[config.mk]
export PLATFORM = sky130hd
export DESIGN_NAME = midi_to_cv_note_controller
export DESIGN_NICKNAME = d
export VERILOG_FILES = /design/src/rtl/mcv_pkg.sv /design/src/rtl/midi_to_cv_note_controller.sv /design/src/rtl/mcv_note_engine.sv
export VERILOG_INCLUDE_DIRS = /design/src /design/src/rtl
export SDC_FILE = /design/constraint.sdc
export NUM_CORES = 1
export LEC_CHECK = 0
export BUFFER_PORTS_ARGS = -buffer_cell sky130_fd_sc_hd__buf_2
export CORE_UTILIZATION = 63
export DETAILED_ROUTE_END_ITERATION = 10
export PLACE_DENSITY = 0.81
export SYNTH_ARGS = -nofsm -noshare
export SYNTH_HDL_FRONTEND = slang
export SYNTH_SLANG_ARGS = --single-unit
[constraint.sdc]
create_clock -name clk -period 5.1 [get_ports clk]
set_input_delay 0.255 -clock clk [delete_from_list [all_inputs] [get_ports clk]]
set_output_delay 0.255 -clock clk [all_outputs]
set_load 0.01 [all_outputs]
[src/rtl/midi_to_cv_note_controller_defines.svh]
// Assertion macros shared by the note controller RTL.
`ifndef MIDI_TO_CV_NOTE_CONTROLLER_DEFINES_SVH
`define MIDI_TO_CV_NOTE_CONTROLLER_DEFINES_SVH
// Implication checked on every clock edge outside reset.
`define MCV_ASSERT_IMP(label, ante, cons) \
	label: assert property (@(posedge clk) disable iff (!arst_n) (ante) |-> (cons)) \
		else $error("assertion failed");
// Next-cycle implication checked outside reset.
`define MCV_ASSERT_NEXT(label, ante, cons) \
	label: assert property (@(posedge clk) disable iff (!arst_n) (ante) |=> (cons)) \
		else $error("assertion failed");
`endif

[src/rtl/mcv_pkg.sv]
// Package with constants, codes and types for the note controller.
package mcv_pkg;
	localparam int STACK_DEPTH_DEF = 16;
	localparam logic [6:0] NOTE_MIN = 7'd36;
	localparam logic [6:0] NOTE_MAX = 7'd96;
	localparam logic [6:0] RETRIG_CC = 7'd68;
	localparam logic [7:0] AUX_TOP = 8'd239;

	localparam logic [3:0] M_BEND = 4'd0;
	localparam logic [3:0] M_CC = 4'd2;
	localparam logic [3:0] M_VEL = 4'd3;
	localparam logic [3:0] M_NOTE = 4'd4;
	localparam logic [3:0] M_INVNOTE = 4'd5;
	localparam logic [3:0] M_GATE = 4'd6;
	localparam logic [3:0] M_INVGATE = 4'd7;
	localparam logic [3:0] M_PARA = 4'd8;

	localparam logic [1:0] RT_OFF = 2'd0;
	localparam logic [1:0] RT_NEW = 2'd1;
	localparam logic [1:0] RT_EVERY = 2'd2;

	// Paraphonic priority modes.
	localparam logic [2:0] P_RECENT = 3'd0;
	localparam logic [2:0] P_RECENT_LOW = 3'd1;
	localparam logic [2:0] P_RECENT_HIGH = 3'd2;
	localparam logic [2:0] P_OUTER = 3'd3;
	localparam logic [2:0] P_HIGH = 3'd4;
	localparam logic [2:0] P_LOW = 3'd5;
	localparam logic [2:0] P_PEDAL = 3'd6;

	localparam logic [3:0] K_NOTE_OFF = 4'h8;
	localparam logic [3:0] K_NOTE_ON = 4'h9;
	localparam logic [3:0] K_CC = 4'hB;
	localparam logic [3:0] K_PROG = 4'hC;
	localparam logic [3:0] K_PRESS = 4'hD;
	localparam logic [3:0] K_BEND = 4'hE;

	localparam int REG_LISTEN = 0;
	localparam int REG_OMNI = 1;

	// Note operation handed from the byte decoder to the note engine.
	typedef struct packed {
		logic       start;
		logic       note_on;
		logic [5:0] note;
	} note_cmd_t;
endpackage

[src/rtl/midi_to_cv_note_controller.sv]
// Top level of the MIDI to CV note controller.
// Takes one MIDI byte per transaction and returns one result transaction with pitch, aux,
// gate and retrigger levels. A note message also waits on the note stack, which is
// searched, shifted and scanned one entry a cycle. The input stalls until the result has
// been handed on.
`include "midi_to_cv_note_controller_defines.svh"
module midi_to_cv_note_controller #(
	parameter int STACK_DEPTH = mcv_pkg::STACK_DEPTH_DEF
) (
	input  logic       clk,
	input  logic       arst_n,
	input  logic       cfg_we,
	input  logic       cfg_index,
	input  logic [3:0] cfg_data,
	input  logic       in_valid,
	output logic       in_stall,
	input  logic [7:0] rx_byte,
	output logic       out_valid,
	input  logic       out_stall,
	output logic [7:0] pitch_level,
	output logic [7:0] aux_level,
	output logic       gate_level,
	output logic       retrigger_pulse
);
	localparam logic [1:0] T_IDLE = 2'd0;
	localparam logic [1:0] T_WAIT = 2'd1;
	localparam logic [1:0] T_OUT = 2'd2;

	logic [1:0] tstate_q;
	logic [3:0] listen_q;
	logic       omni_q;
	logic [7:0] status_q;
	logic [1:0] phase_q;
	logic [6:0] first_q;
	logic [3:0] aux_mode_q;
	logic [2:0] prio_q;
	logic [1:0] retrig_q;
	logic [6:0] cc_q;
	logic       accept, busy, pulse_q, gate_q;
	logic [7:0] pitch_q, aux_q;
	logic [3:0] kind;
	logic       ch_ok;
	mcv_pkg::note_cmd_t cmd;
	logic       pitch_set, aux_set;
	logic [7:0] aux_val;
	logic [6:0] n_cl;
	logic       vel_q;
	logic [7:0] vel_val_q;
	logic       vel_apply;
	logic       eng_aux_set;
	logic [7:0] eng_aux_val;

	assign accept = in_valid && !in_stall;
	assign in_stall = (tstate_q != T_IDLE);
	assign kind = status_q[7:4];
	assign ch_ok = omni_q || (status_q[3:0] == listen_q);
	assign n_cl = (first_q < mcv_pkg::NOTE_MIN) ? mcv_pkg::NOTE_MIN :
		(first_q > mcv_pkg::NOTE_MAX) ? mcv_pkg::NOTE_MAX : first_q;

	// Second-data-byte decoding into note commands and aux updates.
	always_comb begin
		cmd = '0;
		aux_set = 1'b0;
		aux_val = {rx_byte[6:0], 1'b0};
		pitch_set = 1'b0;
		if (accept && rx_byte[7] == 1'b0 && status_q != 8'd0 && phase_q == 2'd2 && ch_ok) begin
			if (kind == mcv_pkg::K_NOTE_ON || kind == mcv_pkg::K_NOTE_OFF) begin
				cmd.start = 1'b1;
				cmd.note_on = (kind == mcv_pkg::K_NOTE_ON) && (rx_byte != 8'd0);
				cmd.note = 6'(n_cl - mcv_pkg::NOTE_MIN);
			end else if (kind == mcv_pkg::K_CC) begin
				aux_set = (first_q != mcv_pkg::RETRIG_CC) && (aux_mode_q == mcv_pkg::M_CC)
					&& (first_q == cc_q);
			end else if (kind == mcv_pkg::K_BEND) begin
				aux_set = (aux_mode_q == mcv_pkg::M_BEND);
			end
		end
	end

	// Velocity applies after the note engine finishes.
	assign vel_apply = (tstate_q == T_WAIT) && !busy && vel_q;
	assign eng_aux_set = aux_set || vel_apply;
	assign eng_aux_val = vel_apply ? vel_val_q : aux_val;

	mcv_note_engine #(.STACK_DEPTH(STACK_DEPTH)) u_engine (
		.clk(clk), .arst_n(arst_n), .cmd(cmd), .aux_mode(aux_mode_q),
		.priority_mode(prio_q), .retrig_mode(retrig_q),
		.pitch_set(pitch_set), .pitch_val(8'd0), .aux_set(eng_aux_set),
		.aux_val(eng_aux_val),
		.pulse_clr(accept), .busy(busy), .pitch_q(pitch_q), .aux_q(aux_q),
		.gate_q(gate_q), .pulse_q(pulse_q)
	);

	// Configuration, parser and transaction sequencing.
	always_ff @(posedge clk or negedge arst_n) begin
		if (!arst_n) begin
			tstate_q <= T_IDLE;
			listen_q <= '0; omni_q <= 1'b0;
			status_q <= '0; phase_q <= '0; first_q <= '0;
			aux_mode_q <= mcv_pkg::M_CC; prio_q <= mcv_pkg::P_PEDAL;
			retrig_q <= mcv_pkg::RT_NEW; cc_q <= 7'd1;
			vel_q <= 1'b0; vel_val_q <= '0;
		end else begin
			if (cfg_we) begin
				if (cfg_index == 1'(mcv_pkg::REG_LISTEN)) listen_q <= cfg_data;
				else omni_q <= cfg_data[0];
			end
			case (tstate_q)
				T_IDLE: begin
					if (accept) begin
						tstate_q <= T_WAIT;
						vel_q <= cmd.start && cmd.note_on && aux_mode_q == mcv_pkg::M_VEL;
						vel_val_q <= {rx_byte[6:0], 1'b0};
						if (rx_byte > 8'hF7) begin
						end else if (rx_byte > 8'hEF) begin
							status_q <= '0; phase_q <= '0;
						end else if (rx_byte[7]) begin
							status_q <= rx_byte; phase_q <= 2'd1;
						end else if (status_q != 8'd0) begin
							if (phase_q == 2'd1) begin
								first_q <= rx_byte[6:0];
								if (kind == mcv_pkg::K_PROG) begin
									if (ch_ok) begin
										case (rx_byte)
											8'd0: aux_mode_q <= mcv_pkg::M_BEND;
											8'd2: begin aux_mode_q <= mcv_pkg::M_CC; cc_q <= 7'd3; end
											8'd3, 8'd4, 8'd5, 8'd6, 8'd7, 8'd8,
											8'd12, 8'd13, 8'd14, 8'd15: aux_mode_q <= rx_byte[3:0];
											8'd9: prio_q <= (prio_q >= mcv_pkg::P_PEDAL) ?
												mcv_pkg::P_RECENT : prio_q + 3'd1;
											8'd10: begin
												if (retrig_q == mcv_pkg::RT_NEW) retrig_q <= mcv_pkg::RT_EVERY;
												else if (retrig_q == mcv_pkg::RT_EVERY) retrig_q <= mcv_pkg::RT_OFF;
												else retrig_q <= mcv_pkg::RT_NEW;
											end
											default: begin aux_mode_q <= mcv_pkg::M_CC; cc_q <= 7'd1; end
										endcase
									end
								end else if (kind != mcv_pkg::K_PRESS) begin
									phase_q <= 2'd2;
								end
							end else if (phase_q == 2'd2) begin
								phase_q <= 2'd1;
								if (ch_ok && kind == mcv_pkg::K_CC && first_q == mcv_pkg::RETRIG_CC) begin
									if (rx_byte > 8'd83) retrig_q <= mcv_pkg::RT_EVERY;
									else if (rx_byte > 8'd42) retrig_q <= mcv_pkg::RT_NEW;
									else retrig_q <= mcv_pkg::RT_OFF;
								end
							end
						end
					end
				end
				T_WAIT: begin
					if (!busy) begin
						tstate_q <= T_OUT;
						vel_q <= 1'b0;
					end
				end
				T_OUT: begin
					if (!out_stall) tstate_q <= T_IDLE;
				end
				default: tstate_q <= T_IDLE;
			endcase
		end
	end

	assign out_valid = (tstate_q == T_OUT);
	assign pitch_level = pitch_q;
	assign aux_level = aux_q;
	assign gate_level = gate_q;
	assign retrigger_pulse = pulse_q;

	`MCV_ASSERT_IMP(a_stall_busy, busy, in_stall)
	`MCV_ASSERT_NEXT(a_accept_wait, accept, tstate_q == T_WAIT)
	`MCV_ASSERT_IMP(a_out_idle, out_valid, !busy)
endmodule

[src/rtl/mcv_note_engine.sv]
// Note stack engine: search, insert, remove with shift, and priority scan.
`include "midi_to_cv_note_controller_defines.svh"
module mcv_note_engine #(
	parameter int STACK_DEPTH = mcv_pkg::STACK_DEPTH_DEF
) (
	input  logic              clk,
	input  logic              arst_n,
	input  mcv_pkg::note_cmd_t cmd,
	input  logic [3:0]        aux_mode,
	input  logic [2:0]        priority_mode,
	input  logic [1:0]        retrig_mode,
	input  logic              pitch_set,
	input  logic [7:0]        pitch_val,
	input  logic              aux_set,
	input  logic [7:0]        aux_val,
	input  logic              pulse_clr,
	output logic              busy,
	output logic [7:0]        pitch_q,
	output logic [7:0]        aux_q,
	output logic              gate_q,
	output logic              pulse_q
);
	localparam int IW = $clog2(STACK_DEPTH);
	localparam int CW = $clog2(STACK_DEPTH + 1);
	localparam logic [CW-1:0] DEPTH_C = CW'(STACK_DEPTH);

	localparam logic [2:0] S_IDLE = 3'd0;
	localparam logic [2:0] S_SRCH = 3'd1;
	localparam logic [2:0] S_SHIFT = 3'd2;
	localparam logic [2:0] S_SCAN = 3'd3;
	localparam logic [2:0] S_PLAY = 3'd4;

	logic [5:0]    stack_mem [STACK_DEPTH];
	logic [2:0]    state_q;
	logic [CW-1:0] count_q;
	logic [CW-1:0] idx_q;
	logic          on_q;
	logic [5:0]    note_q;
	logic [5:0]    hi_q, lo_q, nw_q, lt_q, pd_q;
	logic [5:0]    rd_data;
	logic [IW-1:0] rd_idx;
	logic [CW-1:0] idx_inc;
	logic [7:0]    p4, a4;
	logic [5:0]    pn, an;
	logic          para;

	assign busy = (state_q != S_IDLE);
	assign rd_idx = idx_q[IW-1:0];
	assign rd_data = stack_mem[rd_idx];
	assign idx_inc = idx_q + CW'(1);

	// Priority selection from the scanned extremes and named slots.
	always_comb begin
		pn = nw_q;
		an = pd_q;
		case (priority_mode)
			mcv_pkg::P_RECENT: begin pn = nw_q; an = lt_q; end
			mcv_pkg::P_RECENT_LOW: begin
				if (nw_q > lt_q) begin pn = nw_q; an = lt_q; end
				else begin pn = lt_q; an = nw_q; end
			end
			mcv_pkg::P_RECENT_HIGH: begin
				if (nw_q > lt_q) begin pn = lt_q; an = nw_q; end
				else begin pn = nw_q; an = lt_q; end
			end
			mcv_pkg::P_OUTER: begin pn = hi_q; an = lo_q; end
			mcv_pkg::P_HIGH: begin
				if (nw_q >= hi_q) begin pn = lt_q; an = nw_q; end
				else begin pn = nw_q; an = hi_q; end
			end
			mcv_pkg::P_LOW: begin
				if (nw_q <= lo_q) begin pn = lt_q; an = nw_q; end
				else begin pn = nw_q; an = lo_q; end
			end
			default: begin pn = nw_q; an = pd_q; end
		endcase
		para = (aux_mode == mcv_pkg::M_PARA) && (count_q > CW'(1));
		if (!para) begin
			pn = nw_q;
			an = nw_q;
		end
		p4 = {pn, 2'b00};
		a4 = {an, 2'b00};
	end

	// Stack storage.
	always_ff @(posedge clk) begin
		if (state_q == S_SRCH && idx_q == count_q && on_q && count_q < DEPTH_C) begin
			stack_mem[rd_idx] <= note_q;
		end else if (state_q == S_SHIFT && idx_inc < count_q) begin
			stack_mem[rd_idx] <= stack_mem[idx_inc[IW-1:0]];
		end
	end

	// Sequencer and output registers.
	always_ff @(posedge clk or negedge arst_n) begin
		if (!arst_n) begin
			state_q <= S_IDLE;
			count_q <= '0;
			idx_q <= '0;
			on_q <= 1'b0;
			note_q <= '0;
			pitch_q <= 8'd0;
			aux_q <= 8'd127;
			gate_q <= 1'b0;
			pulse_q <= 1'b0;
			hi_q <= '0; lo_q <= '0; nw_q <= '0; lt_q <= '0; pd_q <= '0;
		end else begin
			if (pulse_clr) pulse_q <= 1'b0;
			if (pitch_set) pitch_q <= pitch_val;
			if (aux_set) aux_q <= aux_val;
			case (state_q)
				S_IDLE: begin
					if (cmd.start) begin
						on_q <= cmd.note_on;
						note_q <= cmd.note;
						idx_q <= '0;
						if (cmd.note_on || count_q != '0) state_q <= S_SRCH;
					end
				end
				S_SRCH: begin
					if (idx_q < count_q && rd_data == note_q) begin
						if (on_q) begin
							pitch_q <= {note_q, 2'b00};
							if (aux_mode == mcv_pkg::M_NOTE) aux_q <= {note_q, 2'b00};
							if (aux_mode == mcv_pkg::M_INVNOTE)
								aux_q <= mcv_pkg::AUX_TOP - {note_q, 2'b00};
							state_q <= S_IDLE;
						end else begin
							state_q <= S_SHIFT;
						end
					end else if (idx_q == count_q) begin
						if (on_q && count_q < DEPTH_C) begin
							count_q <= count_q + CW'(1);
							idx_q <= '0;
							hi_q <= '0;
							lo_q <= 6'h3F;
							state_q <= S_SCAN;
						end else begin
							state_q <= S_IDLE;
						end
					end else begin
						idx_q <= idx_inc;
					end
				end
				S_SHIFT: begin
					if (idx_inc < count_q) begin
						idx_q <= idx_inc;
					end else begin
						count_q <= count_q - CW'(1);
						idx_q <= '0;
						hi_q <= '0;
						lo_q <= 6'h3F;
						if (count_q == CW'(1)) begin
							gate_q <= 1'b0;
							if (aux_mode == mcv_pkg::M_GATE) aux_q <= 8'd0;
							else if (aux_mode == mcv_pkg::M_INVGATE) aux_q <= 8'd255;
							state_q <= S_IDLE;
						end else begin
							state_q <= S_SCAN;
						end
					end
				end
				S_SCAN: begin
					// One stack entry per cycle: extremes and the named slots.
					if (rd_data > hi_q) hi_q <= rd_data;
					if (rd_data < lo_q) lo_q <= rd_data;
					if (idx_q == '0) pd_q <= rd_data;
					if (idx_inc == count_q) nw_q <= rd_data;
					if (idx_inc + CW'(1) == count_q) lt_q <= rd_data;
					if (idx_inc == count_q) state_q <= S_PLAY;
					else idx_q <= idx_inc;
				end
				S_PLAY: begin
					pitch_q <= p4;
					if (para) aux_q <= a4;
					else if (aux_mode == mcv_pkg::M_PARA) aux_q <= p4;
					else if (aux_mode == mcv_pkg::M_NOTE) aux_q <= p4;
					else if (aux_mode == mcv_pkg::M_INVNOTE) aux_q <= mcv_pkg::AUX_TOP - p4;
					if (aux_mode == mcv_pkg::M_GATE) aux_q <= 8'd255;
					else if (aux_mode == mcv_pkg::M_INVGATE) aux_q <= 8'd0;
					gate_q <= 1'b1;
					if (on_q ? (retrig_mode != mcv_pkg::RT_OFF)
						: (retrig_mode == mcv_pkg::RT_EVERY)) pulse_q <= 1'b1;
					state_q <= S_IDLE;
				end
				default: state_q <= S_IDLE;
			endcase
		end
	end

	`MCV_ASSERT_IMP(a_count_range, 1'b1, count_q <= DEPTH_C)
	`MCV_ASSERT_IMP(a_gate_count, state_q == S_IDLE, gate_q == (count_q != '0))
	`MCV_ASSERT_NEXT(a_play_idle, state_q == S_PLAY, state_q == S_IDLE)
endmodule
=== Word-level counts from Yosys, hierarchy flattened ===
Memories as Yosys holds them, arrays and structs flattened.
Index checks and enable logic that the tools add are counted.

* Register bits after elaboration: 116
* Bits in writable memories: 96
* Input bits: 18
* Output and inout port bits: 20
* Memories: 1

* Add/sub/neg operators: 8
* $lt $le $gt $ge: 16
* Equal/unequal tests: 73
* Multiplexer cells: 113
* Bitwise operators: 7
* Reduce and logical (&&, ||, !) cells: 76

{| class="wikitable"
|+ Memory list
! name !! depth !! bits a word !! read ports !! clocked after Yosys merged registers in !! wr ports !! RTL line !! RTL
|-
| u_engine.stack_mem || 16 || 6 || 2 || 0 || 1 || mcv_note_engine.sv:33 || <nowiki>logic [5:0] stack_mem [STACK_DEPTH];</nowiki>
|}

{| class="wikitable"
|+ Operators by type and width
! operator !! number
|-
| 2-to-1 mux 8 bit || 22
|-
| 2-to-1 mux 6 bit || 20
|-
| equality test 8 x 4 -> 1 bit, second input constant || 7
|-
| 2-to-1 mux 5 bit || 10
|-
| 2-to-1 mux 2 bit || 21
|-
| case mux 6 bit (3 select lines) || 2
|-
| case mux 6 bit (6 select lines) || 1
|-
| equality test 8 x 3 -> 1 bit, second input constant || 4
|-
| case mux 6 bit (5 select lines) || 1
|-
| AND reduction 10 bit || 3
|-
| equality test 4 bit, second input constant || 6
|-
| inequality test 2 bit, second input constant || 12
|-
| case mux 8 bit (3 select lines) || 1
|-
| logical AND 1 bit || 21
|-
| 2-to-1 mux 3 bit || 7
|-
| case mux 5 bit (4 select lines) || 1
|-
| 2-to-1 mux 1 bit || 19
|-
| nonzero test 2 bit || 9
|-
| equality test 4 x 3 -> 1 bit, second input constant || 4
|-
| equality test 8 x 2 -> 1 bit, second input constant || 2
|-
| greater-than comparator 8 bit, second input constant || 2
|-
| case mux 8 bit (2 select lines) || 1
|-
| nonzero test 8 bit || 2
|-
| subtractor 8 bit, first input constant || 2
|-
| other kinds (61) || 113
|}

=== Depth between registers and ports, before layout ===
Gate-level depths: netlist of the first run.

* Depth after elaboration: 17
* Gate-level depth with buffers: 16
* Mapped depth without buffers: 14

=== Hierarchy ===
From an unflattened synthesis of the first run, not the netlist that was laid out.

* Cell total of the unflattened synthesis: 1195
* Area total of the unflattened synthesis: 13077.5 µm²

{| class="wikitable"
|+ By module, submodules not included
! module !! instances !! cells each !! area each (µm²) !! sequential area each (µm²)
|-
| mcv_note_engine || 1 || 937 || 10602.7 || 4593.2
|-
| midi_to_cv_note_controller || 1 || 258 || 2474.9 || 1056.0
|}

=== Worst setup path after synthesis of the first run ===
No wires, ideal clock.

* Path kind: register -> register
* From: register u_engine.idx_q[1]
* To: memory u_engine.stack_mem[0][0], enable pin
* Setup time: 0.377 ns
* Arrival: 3.479 ns
* Required time: 4.723 ns
* Setup slack: 1.244 ns
* Stages on the path, launching flop included: 12
* Cell sequence: dfrtp_1 ha_1 xnor2_1 inv_1 ha_1 o21a_1 o21a_1 o21ai_0 nand3_1 o21ai_0 nand2_1 nor3_1

* Longest elaborated chain between the ends: 7
* Elaborated cells between the ends (all ways): 13

{| class="wikitable"
|+ Ends and longest elaborated chain
! element !! RTL line !! RTL
|-
| from (decl) || mcv_note_engine.sv:36 || <nowiki>logic [CW-1:0] idx_q;</nowiki>
|-
| from (signal assigned) || mcv_note_engine.sv:143 || <nowiki>idx_q <= idx_inc;</nowiki>
|-
| from (signal assigned) || mcv_note_engine.sv:148 || <nowiki>idx_q <= idx_inc;</nowiki>
|-
| from (signal assigned) || mcv_note_engine.sv:172 || <nowiki>else idx_q <= idx_inc;</nowiki>
|-
| adder 5 x 1 -> 5 bit / equality test 5 bit (equally long branches) || mcv_note_engine.sv:50, mcv_note_engine.sv:88 ||
|-
| less-than comparator 5 bit / logical AND 1 bit (equally long branches) || mcv_note_engine.sv:90, mcv_note_engine.sv:88 ||
|-
| logical AND 1 bit (on tied branches) || mcv_note_engine.sv:90, mcv_note_engine.sv:88 ||
|-
| 2-to-1 mux 1 bit / logical AND 1 bit (equally long branches) || mcv_note_engine.sv:90, mcv_note_engine.sv:88 ||
|-
| 2-to-1 mux 1 bit || mcv_note_engine.sv:88 || <nowiki>if (state_q == S_SRCH && idx_q == count_q && on_q && count_q < DEPTH_C) begin</nowiki>
|-
| 2-to-1 mux 1 bit (on tied branches) || mcv_note_engine.sv:91, mcv_note_engine.sv:89 ||
|-
| bitwise OR 1 bit (no line) || - ||
|-
| to (decl) || mcv_note_engine.sv:33 ||
|}

Parallel ways exist; a longest one is shown, timed or not.

=== Worst setup path after layout of the first run ===
* From: register u_engine.count_q[1]
* To: register u_engine.aux_q[5]

* Longest elaborated chain between the ends: 11
* Elaborated cells between the ends (all ways): 18

{| class="wikitable"
|+ Ends and longest elaborated chain
! element !! RTL line !! RTL
|-
| from (decl) || mcv_note_engine.sv:35 || <nowiki>logic [CW-1:0] count_q;</nowiki>
|-
| from (signal assigned) || mcv_note_engine.sv:134 || <nowiki>count_q <= count_q + CW'(1);</nowiki>
|-
| from (signal assigned) || mcv_note_engine.sv:150 || <nowiki>count_q <= count_q - CW'(1);</nowiki>
|-
| greater-than comparator 5 x 1 -> 1 bit || mcv_note_engine.sv:77 || <nowiki>para = (aux_mode == mcv_pkg::M_PARA) && (count_q > CW'(1));</nowiki>
|-
| logical AND 1 bit || mcv_note_engine.sv:77 ||
|-
| 2-to-1 mux 6 bit || mcv_note_engine.sv:78 || <nowiki>if (!para) begin</nowiki>
|-
| subtractor 8 bit || mcv_note_engine.sv:179 || <nowiki>else if (aux_mode == mcv_pkg::M_INVNOTE) aux_q <= mcv_pkg::AUX_TOP - p4;</nowiki>
|-
| 2-to-1 mux 8 bit || mcv_note_engine.sv:179 ||
|-
| 2-to-1 mux 8 bit || mcv_note_engine.sv:178 || <nowiki>else if (aux_mode == mcv_pkg::M_NOTE) aux_q <= p4;</nowiki>
|-
| 2-to-1 mux 8 bit || mcv_note_engine.sv:177 || <nowiki>else if (aux_mode == mcv_pkg::M_PARA) aux_q <= p4;</nowiki>
|-
| 2-to-1 mux 8 bit || mcv_note_engine.sv:176 || <nowiki>if (para) aux_q <= a4;</nowiki>
|-
| 2-to-1 mux 8 bit || mcv_note_engine.sv:181 || <nowiki>else if (aux_mode == mcv_pkg::M_INVGATE) aux_q <= 8'd0;</nowiki>
|-
| 2-to-1 mux 8 bit || mcv_note_engine.sv:180 || <nowiki>if (aux_mode == mcv_pkg::M_GATE) aux_q <= 8'd255;</nowiki>
|-
| case mux 8 bit (3 select lines) (*) || mcv_note_engine.sv:112 || <nowiki>case (state_q)</nowiki>
|-
| to (signal assigned) || mcv_note_engine.sv:111 || <nowiki>if (aux_set) aux_q <= aux_val;</nowiki>
|-
| to (signal assigned) || mcv_note_engine.sv:177 ||
|-
| to (signal assigned) || mcv_note_engine.sv:178 ||
|-
| to (decl) || mcv_note_engine.sv:19 || <nowiki>output logic [7:0] aux_q,</nowiki>
|}

Every way passes the cells marked *; elsewhere a longest branch is shown, timed or not.
A chain may end at the register's enable or synchronous reset.

==> metrics.log, run 1 <==
INFO  metric number_of_warnings_reported_in_the_yosys_synthesis_log = 0
INFO  metric postSynthAreaPerCell = ~11 sq um
INFO  metric finalSetupViolCount = 0
INFO  metric design.die.area = roughly 0.020 sq mm
INFO  metric timing.critical_path.arrival = approximately 4800 ps
INFO  metric post-route-drc-count = 0
INFO  metric most_area_consuming_cells_after_synthesis = sky130_fd_sc_hd__edfxtp_1 (23%), sky130_fd_sc_hd__dfrtp_1 (20%), sky130_fd_sc_hd__mux4_2 (8.0%)
INFO  metric detail_route.iter0.violations = 718
INFO  metric max_freq = ~230 MHz
INFO  metric finalCriticalPeriod = around 4400 ps
INFO  metric synth_top_area_cell = sky130_fd_sc_hd__edfxtp_1
INFO  metric final.setup.tns = 0 ps
INFO  metric async_flop_share = 52.9%
INFO  metric max_cap_violations = 0
INFO  metric dpl.cell_count = 1345
INFO  metric vdd.ir_drop.worst = between 0.3 and 0.4 mV
INFO  metric worst-path-buf-inv = 2
INFO  metric crit_path_start = u_engine.count_q[1]
INFO  metric cts.clk_slew.worst_paths = around 70 ps
INFO  metric yosysTopAreaCellShare = between 20% and 30%
INFO  metric clock_tree_from_tritoncts = built
INFO  metric antenna_found_initial = 0
INFO  metric die_h = 142 um
INFO  metric final-max-slew-violation-count = 0
INFO  metric avgViaCountPerCell = about 6.7
INFO  metric grt_usage = around a third
INFO  metric cellPowerDensity = 561 mW/mm^2
INFO  metric synth_edf_count = 96
INFO  metric combinationalPowerShare = between 40% and 50%
INFO  metric slowest_stage = sky130_fd_sc_hd__a2111oi_4
INFO  metric fp.dieW = 142 um
INFO  metric power.share.clock = a little over a fifth
INFO  metric clk_latency = 510 ps
INFO  metric internal-power = about 4.6 mW
INFO  metric routed_wl = about 32 mm
INFO  metric timing.critical_path.fanout_max = 8
INFO  metric worstMarginPinSlew = roughly 940 ps
INFO  metric unrepaired_setup_endpoints_after_global_routing = false
INFO  metric power.share.sequential = between 30 and 40%
INFO  metric route.detailed.wl_per_inst = 22.9 um
INFO  metric timing.hold.worst.class = primary input to register
INFO  metric timing_worst_setup_path_type = register to register
INFO  metric nets = around 1200
INFO  metric detailedRoute.firstPassIterationCount = 5
INFO  metric fin_cells = 1391
INFO  metric synth_ff_type = sky130_fd_sc_hd__dfrtp_1
INFO  metric power_switching_share = 39.8%
INFO  metric synth-seq-cells = between 200 and 250
INFO  metric h_tree_depth_reported_by_cts = 1
INFO  metric critical-path-top-delay-family = compound AO/OA/AOI/OAI gates
INFO  metric most-common-layout-cells = sky130_fd_sc_hd__dfrtp_1 (96), sky130_fd_sc_hd__edfxtp_1 (96), sky130_fd_sc_hd__nand2_1 (95)
INFO  metric cts.sink_count = about 200
INFO  metric grt_first_pass_wirelength = ~50 mm
INFO  metric initial_core_utilization = around two thirds
INFO  metric timing_hold_violations_final = 0
INFO  metric cts_buffer_count = 22
INFO  metric final_layout_worst_hold_slack = around 43 ps
INFO  metric power.net_switching = about 3 mW
INFO  metric finalWeightedCongestion = 0.990
INFO  metric final_layout_size_suffix_gt1_share = 19.0%
INFO  metric postSynthCellCount = around 1100
INFO  metric pin_count_of_the_biggest_net_entering_global_routing = 67
INFO  metric fin_worst_skew = approximately 17 ps
INFO  metric timing.max_slew.rel_slack = a little over a third
INFO  metric crit_path_cell_trace = inv_1 -> ha_1 -> o21bai_1 -> a2111oi_4 -> nand2_1 -> a2111oi_2 -> nand2_1 -> a221oi_1 -> inv_1 -> ha_1 -> nor2_1 -> a211oi_1 -> a2111oi_0 -> or4_1
INFO  metric gr-total-overflow = 0
INFO  metric result_of_the_run = finished clean
INFO  metric required = around 5500 ps
INFO  metric period_share = approximately 87%
INFO  metric crit_path_max_incr_delay = around 590 ps
INFO  metric core.rowCount = 50
INFO  metric setup_crit_start_kind = register
INFO  metric route.antenna.remaining_nets = 0
INFO  metric cts_resized = 0
INFO  metric hold_path.startpoint = in_valid
INFO  metric buffer_ports.inserted = 35
INFO  metric ctsLongestPathBuffers = 3
INFO  metric routed-via-count = roughly 9300
INFO  metric final_core_area_utilization = 71.6%
INFO  metric ios = 38
INFO  metric synth.cell_area = around 0.012 sq mm
INFO  metric antenna_cells_inserted = 0
INFO  metric cts_root_buffer = sky130_fd_sc_hd__clkbuf_16
INFO  metric place.detailed.hpwl = ~23 mm
INFO  metric rr_startpoint = u_engine.count_q[1]
INFO  metric n_fill_cell = 1322
INFO  metric area_growth = 9.73%
INFO  metric core_footprint = about 0.019 sq mm
INFO  metric synth-seq-area-share = 45.3%
INFO  metric synth.lib_cells_used.distinct = ~90
INFO  metric grt_pass1_vias = roughly 9000
INFO  metric crit_path_end_kind = register
INFO  metric cellLeakagePower = 5.49 nW
-- power by group through the flow --
stage	Clock [mW]	Sequential (mW)	Combinational [mW]
final	1.62	2.57	3.43
after global routing	1.70	2.61	3.73
after CTS	1.63	2.55	3.40
after detailed placement	0	2.58	3.36
after global placement	0	2.57	3.27
after floorplan	0	2.38	2.63
-- tightest hold or removal path, delay by kind of cell --
| family | cells | cell delay, ps |
|---|---|---|
| buffers and inverters | 1 | 110 |
| and+or+nand+nor | 1 | 80 |
| AOI/OAI and AO/OA | 1 | 50 |
-- logic make-up (layout without fill, tap and decap cells) --
| group | Yosys count | count (layout) | synth area share (%) |
|---|---|---|---|
| adder cells (fa/ha/maj) | 60 | 60 | 6.07 |
| other | 1 | 2 | 0.0303 |
| buffers and inverters | 100 | 150 | 3.46 |
| flip-flops | 204 | 204 | 45.3 |
| AND/OR/NAND/NOR | 308 | 308 | 12.5 |
| AO/OA/AOI/OAI | 236 | 236 | 13.7 |
| XOR/XNOR | 29 | 29 | 2.05 |
| multiplexers | 142 | 142 | 16.8 |
-- final cells by class --
cell class | count | area [sq um] | share of cell area (%)
Inverter | 51 | 191 | 1.41
Tap cell | 260 | 325 | 2.40
Timing Repair Buffer | 59 | 373 | 2.75
Multi-Input combinational cell | 777 | 6340 | 46.7
Clock inverter | 11 | 116 | 0.858
Sequential cell | 204 | 5600 | 41.3
Clock buffer | 29 | 619 | 4.57
-- sequential cells by signal, summed over array words and instances (netlist names), 6 cells and up --
name	cells
first_q	7
status_q	8
u_engine.aux_q	8
u_engine.hi_q	6
u_engine.lo_q	6
u_engine.lt_q	6
u_engine.note_q	6
u_engine.nw_q	6
u_engine.pd_q	6
u_engine.pitch_q	6
u_engine.stack_mem	96
vel_val_q	7
-- synth_stat cells (28+ instances only) --
cell and number:
sky130_fd_sc_hd__inv_1 51, sky130_fd_sc_hd__a21oi_1 31, sky130_fd_sc_hd__mux2_2 52, sky130_fd_sc_hd__edfxtp_1 96, sky130_fd_sc_hd__ha_1 60, sky130_fd_sc_hd__nor2_1 66
sky130_fd_sc_hd__o21ai_0 61, sky130_fd_sc_hd__mux4_2 44, sky130_fd_sc_hd__clkbuf_1 28, sky130_fd_sc_hd__dfrtp_1 97, sky130_fd_sc_hd__mux2i_1 43, sky130_fd_sc_hd__nand2_1 95
-- repair_timing --
action                     4_1_cts  5_1_grt
setup buffers                    0        0
hold buffers                     6        0
setup endpoints to repair        0        0
hold endpoints to repair        63        0
-- metrics by stage --
| step | setup slack (ps) | area (sq um) | power [mW] |
|---|---|---|---|
| after floorplan | 1240 | 12400 | 5.01 |
| after global placement | 879 | 12800 | 5.84 |
| after detailed placement | 742 | 12800 | 5.94 |
| after CTS | 732 | 13600 | 7.58 |
| after global routing | 238 | 13600 | 8.03 |
| final | 677 | 13600 | 7.61 |
-- layer usage --
metal / vias to the layer above / GRT usage, % / part of all wire [%]
li1: 4199 / - / -
met1: 4580 / 43.9 / 40
met2: 440 / 53.5 / 48
met3: 97 / 4.37 / 7.6
met4: 0 / 12.7 / 4.0
met5: - / 0 / 0
-- final timing paths --
path,slack (ps),cells after the start,to
max,680,14,u_engine.aux_q[5]
min,40,3,tstate_q[0]
max reg2reg,680,14,u_engine.aux_q[5]
min reg2reg,500,2,u_engine.pd_q[0]
max in group asynchronous,3570,3,u_engine.idx_q[1]
min in group asynchronous,420,2,prio_q[0]
Power figures use the tool's default switching activity.
==> inputs of run 2 (changes only) <==
--- a/config.mk
+++ b/config.mk
@@ -7,9 +7,11 @@
 export NUM_CORES = 1
 export LEC_CHECK = 0
 export BUFFER_PORTS_ARGS = -buffer_cell sky130_fd_sc_hd__buf_2
+export CAP_MARGIN = 0
 export CORE_UTILIZATION = 63
 export DETAILED_ROUTE_END_ITERATION = 10
 export PLACE_DENSITY = 0.81
+export RECOVER_POWER = 25
 export SYNTH_ARGS = -nofsm -noshare
 export SYNTH_HDL_FRONTEND = slang
 export SYNTH_SLANG_ARGS = --single-unit
==> run 2 against run 1 <==
Net effect: die area is the same; final area decreased by 0.25%; register-to-register slack worse by 20 ps; cell count unchanged; sequential share of layout area is 0.10 points higher; critical path depth unchanged; sequential power about the same; hold slack lost 0.79 ps; clock power about the same; total power shrank 0.28%; the flow now finishes with violations (capacitance limit, slew limit); via count hardly changed; combinational power about the same; highest routed layer unchanged.
==> metrics.log, run 2 (synthesis results as in run 1) <==
INFO  metric result_of_the_run = finished, violations left
INFO  metric violations = capacitance limit, slew limit
INFO  metric route.detailed.wl_per_inst = 22.9 um
INFO  metric vdd.ir_drop.worst = between 0.3 and 0.4 mV
INFO  metric cellLeakagePower = between 5 and 6 nW
INFO  metric max_cap_violations = 1
INFO  metric timing.critical_path.arrival = 4860 ps
INFO  metric use_met3 = 4.37%
INFO  metric core_footprint = around 0.019 sq mm
INFO  metric worstMarginPinSlew = about 3700 ps
INFO  metric pin_count_of_the_biggest_net_entering_global_routing = 67
INFO  metric n_fill_cell = roughly 1300
INFO  metric ctsLongestPathBuffers = 3
INFO  metric largest_register_ff_count = 96
INFO  metric placedInstanceArea = roughly 0.013 sq mm
INFO  metric routed_wl = roughly 32 mm
INFO  metric fin_worst_skew = approximately 17 ps
INFO  metric avgViaCountPerCell = 6.70
INFO  metric cts_root_buffer = sky130_fd_sc_hd__clkbuf_16
INFO  metric place.detailed.hpwl = around 23 mm
INFO  metric final.setup.tns = 0 ps
INFO  metric busiest_layer = met2
INFO  metric largest_register = u_engine.stack_mem
INFO  metric die_h = 142 um
INFO  metric grt_usage = 32.5%
INFO  metric clock_tree_from_tritoncts = built
INFO  metric final-max-slew-violation-count = 67
INFO  metric max_freq = between 200 and 250 MHz
INFO  metric cts_buffer_count = 22
INFO  metric reg.largest.list = u_engine.stack_mem x96, status_q x8, u_engine.aux_q x8
INFO  metric route.antenna.remaining_nets = 0
INFO  metric fp.dieW = about 140 um
INFO  metric design.die.area = ~0.02 sq mm
INFO  metric pre_cts_slack = approximately 740 ps
INFO  metric most-common-layout-cells = sky130_fd_sc_hd__dfrtp_1 (96), sky130_fd_sc_hd__edfxtp_1 (96), sky130_fd_sc_hd__nand2_1 (95)
INFO  metric total_power = 7.59 mW
INFO  metric final_layout_size_suffix_gt1_share = 17.2%
INFO  metric initial_core_utilization = 65.2%
INFO  metric gr-usage-met2 = between 50% and 60%
INFO  metric grt_use_met1 = a little over two fifths
INFO  metric setup_crit_start_kind = register
INFO  metric final.setup.worst_slack = roughly 660 ps
INFO  metric post-route-drc-count = 0
INFO  metric post-route-cell-area = 0.0135 sq mm
INFO  metric cts.sink_count = around 200
INFO  metric period_share = between 80 and 90%
INFO  metric h_tree_depth_reported_by_cts = 1
INFO  metric finalSetupViolCount = 0
INFO  metric detailedRoute.firstPassIterationCount = 5
INFO  metric gr-total-overflow = 0
INFO  metric nets = around 1200
INFO  metric seqCellArea = around 0.0056 sq mm
INFO  metric finalCriticalPeriod = 4440 ps
INFO  metric grt_pass1_vias = 9006
INFO  metric cts_resized = 0
INFO  metric core.rowCount = 50
INFO  metric unrepaired_setup_endpoints_after_global_routing = false
INFO  metric clk_latency = between 500 and 600 ps
INFO  metric timing.hold.worst.class = primary input to register
INFO  metric timing.max_slew.rel_slack = -145%
INFO  metric multi_input_comb_area = about 0.0063 sq mm
INFO  metric cts.clk_slew.worst_paths = 70 ps
INFO  metric antenna_found_initial = 0
INFO  metric area_growth = 9.45%
INFO  metric timing_hold_violations_final = 0
INFO  metric detail_route.iter0.violations = approximately 740
INFO  metric buffer_ports.inserted = 35
INFO  metric antenna_cells_inserted = 0
INFO  metric finalWeightedCongestion = ~1
INFO  metric postCtsSetupBuffers = 0
INFO  metric timing_worst_setup_path_type = register to register
INFO  metric routed-via-count = 9315
INFO  metric cellPowerDensity = about 560 mW/mm^2
INFO  metric crit_path_end_kind = register
INFO  metric grt_first_pass_wirelength = approximately 50 mm
INFO  metric timing.critical_path.fanout_max = 8
INFO  metric required = 5520 ps
INFO  metric ios = 38
-- run 2: critical path, cell delays in order (launching register included) --
cell,delay (ps)
sky130_fd_sc_hd__dfrtp_1,450
sky130_fd_sc_hd__inv_1,180
sky130_fd_sc_hd__ha_1,250
sky130_fd_sc_hd__o21bai_1,230
sky130_fd_sc_hd__a2111oi_4,590
sky130_fd_sc_hd__nand2_1,300
sky130_fd_sc_hd__a2111oi_2,500
sky130_fd_sc_hd__nand2_1,160
sky130_fd_sc_hd__a221oi_1,440
sky130_fd_sc_hd__inv_1,90
sky130_fd_sc_hd__ha_1,280
sky130_fd_sc_hd__nor2_1,40
sky130_fd_sc_hd__a211oi_1,220
sky130_fd_sc_hd__a2111oi_0,100
sky130_fd_sc_hd__or4_1,530
-- run 2: path summary, 6_finish.rpt --
| path | start | to | slack (ps) | cells after the start |
|---|---|---|---|---|
| setup / recovery | u_engine.count_q[1] | u_engine.aux_q[5] | 660 | 14 |
| hold / removal | in_valid | tstate_q[0] | 40 | 3 |
| setup reg to reg | u_engine.count_q[1] | u_engine.aux_q[5] | 660 | 14 |
| hold reg to reg | u_engine.pd_q[0] | u_engine.pd_q[0] | 500 | 2 |
| max in group asynchronous | arst_n | u_engine.idx_q[1] | 1470 | 3 |
| min in group asynchronous | arst_n | prio_q[0] | 1570 | 2 |
-- run 2: area by class of cell --
cell class | instances | area share (%)
clock buffer | 29 | 4.58
clock inverter | 11 | 0.860
inverter | 51 | 1.41
multi-input combinational | 777 | 46.8
sequential | 204 | 41.4
tap | 260 | 2.40
timing repair buffer | 59 | 2.54
-- run 2: routing by layer --
metal	wire length (um)	share of wire (%)
met1	12900	40
met2	15300	48
met3	2400	7.5
met4	1230	3.9
met5	0	0
-- run 2: metrics by stage --
stage,std cells,hold slack [ps],util [%]
after floorplan,1081,-40.6,-
after global placement,1345,416,67.4
after detailed placement,1345,421,67.4
after CTS,1391,31.4,71.6
after global routing,1391,45.4,71.4
final,1391,41.8,71.4
-- run 2: timing repair --
action,CTS,global route
hold endpoints to repair,63,0
hold buffers,6,0
setup endpoints to repair,0,0
-- run 2: report_power, final --
part / switching [mW] / leakage, nW / internal (mW)
clock network: 0.654 / 0.357 / 0.961
registers: 0.436 / 2.26 / 2.13
logic: 1.94 / 2.79 / 1.47
total: 3.03 / 5.41 / 4.56
